[src/rtl/ssc_pkg.sv]
`default_nettype none
package ssc_pkg;

  localparam logic [7:0]  START_BYTE    = 8'h23;
  localparam logic [7:0]  LETTER_A      = 8'h41;
  localparam logic [7:0]  LETTER_B      = 8'h42;
  localparam logic [15:0] DIGIT_BASE    = 16'd48;
  localparam logic [15:0] RESET_COMPARE = 16'd1000;
  localparam logic [15:0] RESET_PERIOD  = 16'd20000;
  localparam logic [15:0] WEIGHT_1000   = 16'd1000;
  localparam logic [15:0] WEIGHT_100    = 16'd100;
  localparam logic [15:0] WEIGHT_10     = 16'd10;
  localparam logic [15:0] WEIGHT_1      = 16'd1;

  localparam logic OP_BYTE = 1'b0;
  localparam logic OP_TICK = 1'b1;

  localparam logic REG_PERIOD = 1'b0;

  typedef enum logic [2:0] {
    PH_START  = 3'd0,
    PH_LETTER = 3'd1,
    PH_DIG0   = 3'd2,
    PH_DIG1   = 3'd3,
    PH_DIG2   = 3'd4,
    PH_DIG3   = 3'd5
  } phase_e;

  typedef struct packed {
    logic        step;
    logic [15:0] period;
    logic [15:0] cmp_a;
    logic [15:0] cmp_b;
  } pwm_ctl_t;

  typedef struct packed {
    logic pulse_a;
    logic pulse_b;
  } pwm_pulse_t;

endpackage
`default_nettype wire

[src/rtl/ssc_pwm_timer.sv]
`default_nettype none
module ssc_pwm_timer (
  input  wire logic              clk_i,
  input  wire logic              rst_ni,
  input  wire ssc_pkg::pwm_ctl_t ctl_i,
  output ssc_pkg::pwm_pulse_t    pulse_o
);
  import ssc_pkg::*;

  logic [15:0] count_q, count_d;
  logic        down_q, down_d;
  logic [15:0] act_a_q, act_a_d;
  logic [15:0] act_b_q, act_b_d;
  logic [15:0] count_up;

  always_comb begin
    count_d  = count_q;
    down_d   = down_q;
    act_a_d  = act_a_q;
    act_b_d  = act_b_q;
    count_up = (count_q < ctl_i.period) ? count_q + 16'd1 : ctl_i.period;
    if (ctl_i.step) begin
      if (!down_q) begin
        count_d = count_up;
        if (count_up == ctl_i.period) begin
          act_a_d = ctl_i.cmp_a;
          act_b_d = ctl_i.cmp_b;
          down_d  = 1'b1;
        end
      end else begin
        if (count_q != 16'd0) begin
          count_d = count_q - 16'd1;
        end
        if (count_d == 16'd0) begin
          down_d = 1'b0;
        end
      end
    end
  end

  // pulses follow the state after this word
  assign pulse_o.pulse_a = (count_d < act_a_d);
  assign pulse_o.pulse_b = (count_d < act_b_d);

  always_ff @(posedge clk_i or negedge rst_ni) begin
    if (!rst_ni) begin
      count_q <= '0;
      down_q  <= 1'b0;
      act_a_q <= RESET_COMPARE;
      act_b_q <= RESET_COMPARE;
    end else begin
      count_q <= count_d;
      down_q  <= down_d;
      act_a_q <= act_a_d;
      act_b_q <= act_b_d;
    end
  end

endmodule
`default_nettype wire

[src/rtl/serial_servo_command_pwm_unit.sv]
// Serial servo command parser with a two-channel phase-correct PWM timer.
// Input channel (in_valid_i/in_ready_o): one word per item, operation_i
// selects a received serial byte (rx_byte_i) or one timer tick. Bytes form
// frames of '#', a servo letter and four digits; the sixth byte reports the
// command and a letter 'A' or 'B' loads that channel's pending compare.
// Ticks step an up/down counter between 0 and pwm_period; pending compares
// go live at the top of the count.
// Output channel (out_valid_o/out_ready_i): exactly one result word per
// input word, held in an output register from the cycle after acceptance.
// Throughput is one word per cycle while the receiver takes the results:
// parser and counter update combinationally between the input ports and the output register.
// A stalled receiver keeps the result word; in_ready_o stays high while the
// output register is empty or being taken in the same cycle.
// Reset clears the parser and counter, sets both compares to 1000 and
// pwm_period to 20000. pwm_period is written over APB at addresses 0 to 3
// while the block is idle, a user rule not enforced; pready is always high.
`default_nettype none
module serial_servo_command_pwm_unit (
  input  wire logic        clk_i,
  input  wire logic        rst_ni,
  input  wire logic        psel,
  input  wire logic        penable,
  input  wire logic        pwrite,
  input  wire logic [2:0]  paddr,
  input  wire logic [31:0] pwdata,
  output logic [31:0]      prdata,
  output logic             pready,
  input  wire logic        in_valid_i,
  output logic             in_ready_o,
  input  wire logic        operation_i,
  input  wire logic [7:0]  rx_byte_i,
  output logic             out_valid_o,
  input  wire logic        out_ready_i,
  output logic             pulse_a_o,
  output logic             pulse_b_o,
  output logic             command_done_o,
  output logic [7:0]       command_servo_o,
  output logic [15:0]      command_position_o,
  output logic             command_applied_o
);
  import ssc_pkg::*;

  logic [15:0] period_q;
  phase_e      phase_q, phase_d;
  logic [7:0]  letter_q, letter_d;
  logic [15:0] sum_q, sum_d;
  logic [15:0] pend_a_q, pend_a_d;
  logic [15:0] pend_b_q, pend_b_d;
  logic        out_valid_q;
  logic        accept;
  logic        is_byte;
  logic [15:0] weight;
  logic [15:0] digit;
  logic [15:0] term;
  logic [15:0] sum_next;
  logic        done;
  logic        applied;
  pwm_ctl_t    pwm_ctl;
  pwm_pulse_t  pwm_pulse;

  logic        pulse_a_q, pulse_b_q, done_q, applied_q;
  logic [7:0]  servo_q;
  logic [15:0] pos_q;

  // configuration port
  assign pready = 1'b1;
  assign prdata = (paddr[2] == REG_PERIOD) ? {16'd0, period_q} : 32'd0;

  always_ff @(posedge clk_i or negedge rst_ni) begin
    if (!rst_ni) begin
      period_q <= RESET_PERIOD;
    end else if (psel && penable && pwrite && pready && (paddr[2] == REG_PERIOD)) begin
      period_q <= pwdata[15:0];
    end
  end

  assign in_ready_o = !out_valid_q || out_ready_i;
  assign accept     = in_valid_i && in_ready_o;
  assign is_byte    = accept && (operation_i == OP_BYTE);

  // frame parser
  always_comb begin
    unique case (phase_q)
      PH_DIG0: weight = WEIGHT_1000;
      PH_DIG1: weight = WEIGHT_100;
      PH_DIG2: weight = WEIGHT_10;
      default: weight = WEIGHT_1;
    endcase
  end

  assign digit    = {8'd0, rx_byte_i} - DIGIT_BASE;
  assign term     = 16'(digit * weight);
  assign sum_next = (phase_q == PH_DIG0) ? term : sum_q + term;

  always_comb begin
    phase_d  = phase_q;
    letter_d = letter_q;
    sum_d    = sum_q;
    pend_a_d = pend_a_q;
    pend_b_d = pend_b_q;
    done     = 1'b0;
    applied  = 1'b0;
    if (is_byte) begin
      unique case (phase_q)
        PH_LETTER: begin
          letter_d = rx_byte_i;
          phase_d  = PH_DIG0;
        end
        PH_DIG0, PH_DIG1, PH_DIG2: begin
          sum_d   = sum_next;
          phase_d = phase_e'(phase_q + 3'd1);
        end
        PH_DIG3: begin
          done = 1'b1;
          if (letter_q == LETTER_A) begin
            pend_a_d = sum_next;
            applied  = 1'b1;
          end else if (letter_q == LETTER_B) begin
            pend_b_d = sum_next;
            applied  = 1'b1;
          end
          letter_d = '0;
          sum_d    = '0;
          phase_d  = PH_START;
        end
        default: begin
          phase_d = (rx_byte_i == START_BYTE) ? PH_LETTER : PH_START;
        end
      endcase
    end
  end

  assign pwm_ctl.step   = accept && (operation_i == OP_TICK);
  assign pwm_ctl.period = period_q;
  assign pwm_ctl.cmp_a  = pend_a_q;
  assign pwm_ctl.cmp_b  = pend_b_q;

  ssc_pwm_timer u_pwm (
    .clk_i   (clk_i),
    .rst_ni  (rst_ni),
    .ctl_i   (pwm_ctl),
    .pulse_o (pwm_pulse)
  );

  always_ff @(posedge clk_i or negedge rst_ni) begin
    if (!rst_ni) begin
      phase_q     <= PH_START;
      letter_q    <= '0;
      sum_q       <= '0;
      pend_a_q    <= RESET_COMPARE;
      pend_b_q    <= RESET_COMPARE;
      out_valid_q <= 1'b0;
    end else begin
      phase_q     <= phase_d;
      letter_q    <= letter_d;
      sum_q       <= sum_d;
      pend_a_q    <= pend_a_d;
      pend_b_q    <= pend_b_d;
      out_valid_q <= accept || (out_valid_q && !out_ready_i);
    end
  end

  // result word
  always_ff @(posedge clk_i) begin
    if (accept) begin
      pulse_a_q <= pwm_pulse.pulse_a;
      pulse_b_q <= pwm_pulse.pulse_b;
      done_q    <= done;
      servo_q   <= done ? letter_q : 8'd0;
      pos_q     <= done ? sum_next : 16'd0;
      applied_q <= applied;
    end
  end

  assign out_valid_o        = out_valid_q;
  assign pulse_a_o          = pulse_a_q;
  assign pulse_b_o          = pulse_b_q;
  assign command_done_o     = done_q;
  assign command_servo_o    = servo_q;
  assign command_position_o = pos_q;
  assign command_applied_o  = applied_q;

endmodule
`default_nettype wire

[config.mk]
export PLATFORM = sky130hd
export DESIGN_NAME = serial_servo_command_pwm_unit
export DESIGN_NICKNAME = d
export VERILOG_FILES = /design/src/rtl/ssc_pkg.sv /design/src/rtl/ssc_pwm_timer.sv /design/src/rtl/serial_servo_command_pwm_unit.sv
export SDC_FILE = /design/constraint.sdc
export NUM_CORES = 1
export LEC_CHECK = 0
export BUFFER_PORTS_ARGS = -buffer_cell sky130_fd_sc_hd__buf_2
export CAP_MARGIN = 20
export CORE_ASPECT_RATIO = 1.25
export CORE_MARGIN = 3
export CORE_UTILIZATION = 55
export CTS_BUF_LIST = sky130_fd_sc_hd__clkbuf_16
export CTS_CLUSTER_DIAMETER = 50
export DETAILED_ROUTE_END_ITERATION = 8
export PLACE_DENSITY = 0.83
export SYNTH_ARGS = -nofsm -noshare
export SYNTH_HDL_FRONTEND = slang
export SYNTH_SLANG_ARGS = --single-unit
[constraint.sdc]
create_clock -name clk_i -period 11.9 [get_ports clk_i]
set_clock_uncertainty 0.2 [all_clocks]
set_input_delay 1.785 -clock clk_i [delete_from_list [all_inputs] [get_ports clk_i]]
set_output_delay 1.785 -clock clk_i [all_outputs]
set_load 0.01 [all_outputs]
==> summary.txt <==
Worst hold path
  – Min-Delay Path Depth: 2
  – Worst hold start: pend_b_q[0]
  – HP Class: reg -> reg

Logic synthesis
  – Post-synthesis sequential area ratio: 0.326
  – Unique masters post-synth: between 70 and 80
  – Synthesized area: 0.0123 mm²
  – Syn avg cell area: 9.42 µm²
  – FF+latch count, synth: 153
  – Mapped Cells: roughly 1300
  – FFs w/ async S/R, synth: 0.817
  – Post-synth EDFFs: 28
  – Predominant post-synthesis flop cell: dfrtp_1
  – Yosys warnings: 0

Timing
  – Setup TNS: 0 ps
  – Tmin final: 8790 ps
  – Slew Limit Fails: 0
  – Hold WS: about 280 ps
  – Worst-Margin Slew: 1040 ps
  – Final Hold Viols: 0
  – Final setup viols: 0
  – Tcrit/Tclk final: 0.739
  – Slew headroom: 0.309
  – RSZ-0062 raised after global routing: false
  – Fmax: 114 MHz

Cells and area
  – Fin nets: ~1600
  – Synthesis-to-finish area growth: 9.01%
  – Ratio of cells with drive above 1 in the final layout: 0.158
  – Antenna cells: 0

Worst setup path
  – CP most frequent cell: fa_1
  – Crit Path Category: in -> reg
  – CP startpoint kind: input pin
  – Slowest-stage cell, CP: fa_1
  – CP max FO: 9
  – Critical Path Start: rx_byte_i[4]
  – Critical path arrival: 8850 ps
  – Cells on worst reg2reg path: 23
  – Required @ worst endpoint: ~12000 ps
  – Crit-path max cell delay: 550 ps
  – CP Capture Type: flop
  – Reg-to-Reg Start: phase_q[2]

CTS
  – Resize count post-CTS: 0
  – Htree depth: 4
  – Num CTS Buffers: 17
  – Clock sink count: 153
  – Post-CTS Setup Bufs: 0
  – CTS tree: done
  – Clock Path Buffers: 2
  – Clk slew on worst S/H paths: ~70 ps
  – Clock root buffer: clkbuf_16
  – Hold buffers post-CTS: 0
  – Clock latency on the worst-skew pair: 440 ps

Drt
  – Final ANT Viol Nets: 0
  – Initial detailed-routing violation count: about 650
  – Total wire length: 30100 µm
  – DRC viols: 0
  – WL/cell: 18.3 µm
  – Router iterations before antenna repair: 6
  – Vias per inst: 5.96
  – Vias: 9801

Die
  – Die Y-Extent: ~170 µm
  – Num ports: 114
  – FP Rows: 60
  – Core area: 0.0218 mm²
  – DIE AREA: roughly 0.024 mm²
  – Chip Width: 140 µm
  – Initial Utilization: 0.564

GRT
  – Initial antenna violation count: 0
  – Aggregate global routing overflow: 0
  – Vias in the first global route: slightly below 10000
  – Pin count of the biggest net entering global routing: 73
  – Total GRT Usage: 0.248
  – First-pass GRT wire length: 49200 µm

Outcome
  – Status: finished clean

Job
  – Max cap viols: 0

Place
  – Final GP Congestion: 0.917
  – Buffers added on ports: between 70 and 80
  – Final HPWL DP: 22200 µm
==> synthesized netlist by cell type, types with 32 or more instances <==
master,instances,area share
mux2i_1,36,0.029
fa_1,48,0.078
inv_1,113,0.035
dfrtp_1,96,0.20
nand2_1,120,0.037
clkbuf_1,40,0.012
a21oi_1,65,0.027
nand3_1,32,0.013
o21ai_0,90,0.037
ha_1,115,0.12
xnor2_1,34,0.024
nor2_1,102,0.031
==> worst paths after layout <==
| path | to | slack (ps) |
|---|---|---|
| min in group asynchronous | period_q[7] | 1190 |
| max in group asynchronous | letter_q[1] | 8920 |
| min reg2reg | pend_b_q[0] | 280 |
| max | pend_a_q[15] | 3110 |
| min | pend_b_q[0] | 280 |
| max reg2reg | pend_a_q[15] | 3650 |
==> critical path, delay by kind of cell <==
| kind | cells | cell delay (ps) |
|---|---|---|
| compound gates | 6 | 1390 |
| xor+xnor | 2 | 490 |
| fa+ha+maj | 8 | 3450 |
| buf+inv | 5 | 380 |
| simple gates | 4 | 1350 |
==> logic make-up (layout without fill, tap and decap cells) <==
group,count (synthesis),in the layout,share of synthesized area
and+or+nand+nor,394,394,0.157
AOI/OAI and AO/OA,265,265,0.133
buffers and inverters,187,234,0.0658
adders and majority gates,163,163,0.195
DFF,153,153,0.326
muxes,83,83,0.0813
xor gates and xnor gates,56,56,0.0411
other,2,17,0.000612
==> cell usage in the layout (no fill, tap or decap), drive strengths merged, types with 17 or more instances in the layout <==
cell and n:
inv 123, nand2 120, ha 115, nor2 102, dfrtp 96, o21ai 93
buf 87, a21oi 65, fa 48, mux2 47, mux2i 36, xnor2 34
nand3 32, dfstp 29, edfxtp 28, a21o 27, nor3 24, xor2 21
nand4 18, conb 17, clkbuf 17
==> metal layers <==
| layer | share of wire | wire length (µm) | GRT usage | vias to the layer above |
|---|---|---|---|---|
| li1 | - | - | - | 4605 |
| met1 | 0.38 | 11600 | 0.284 | 4768 |
| met2 | 0.53 | 16000 | 0.458 | 342 |
| met3 | 0.041 | 1230 | 0.0337 | 86 |
| met4 | 0.043 | 1290 | 0.110 | 0 |
| met5 | 0 | 0 | 0 | - |
==> stage by stage <==
stage                     utilization  cells  worst slack [ps]  cell area [µm²]
final                           0.615   1644              3110            13400
after global routing            0.615   1644              2570            13400
after CTS                       0.615   1644              3070            13400
after detailed placement        0.587   1612              2670            12800
after global placement          0.586   1610              2810            12800
after floorplan                     -   1318              3420            12300
==> registers in the layout, summed over array words and instances (netlist names), 3 cells and up <==
register	cells
pend_b_q	16
phase_q	3
u_pwm.count_q	16
command_position_o	16
pend_a_q	16
sum_q	16
u_pwm.act_b_q	16
letter_q	8
period_q	16
command_servo_o	8
u_pwm.act_a_q	16
==> final cells by class <==
| class | instances | area, µm² |
|---|---|---|
| timing repair buffer | 87 | 475 |
| multi-input combinational | 978 | 7520 |
| clock buffer | 17 | 425 |
| sequential | 153 | 4010 |
| inverter | 115 | 432 |
| fill | 1767 | 8390 |
| clock inverter | 15 | 171 |
| tap | 279 | 349 |
Power is not shown: default switching activity piles up to over one toggle a cycle in this logic, so the estimate is an artifact.
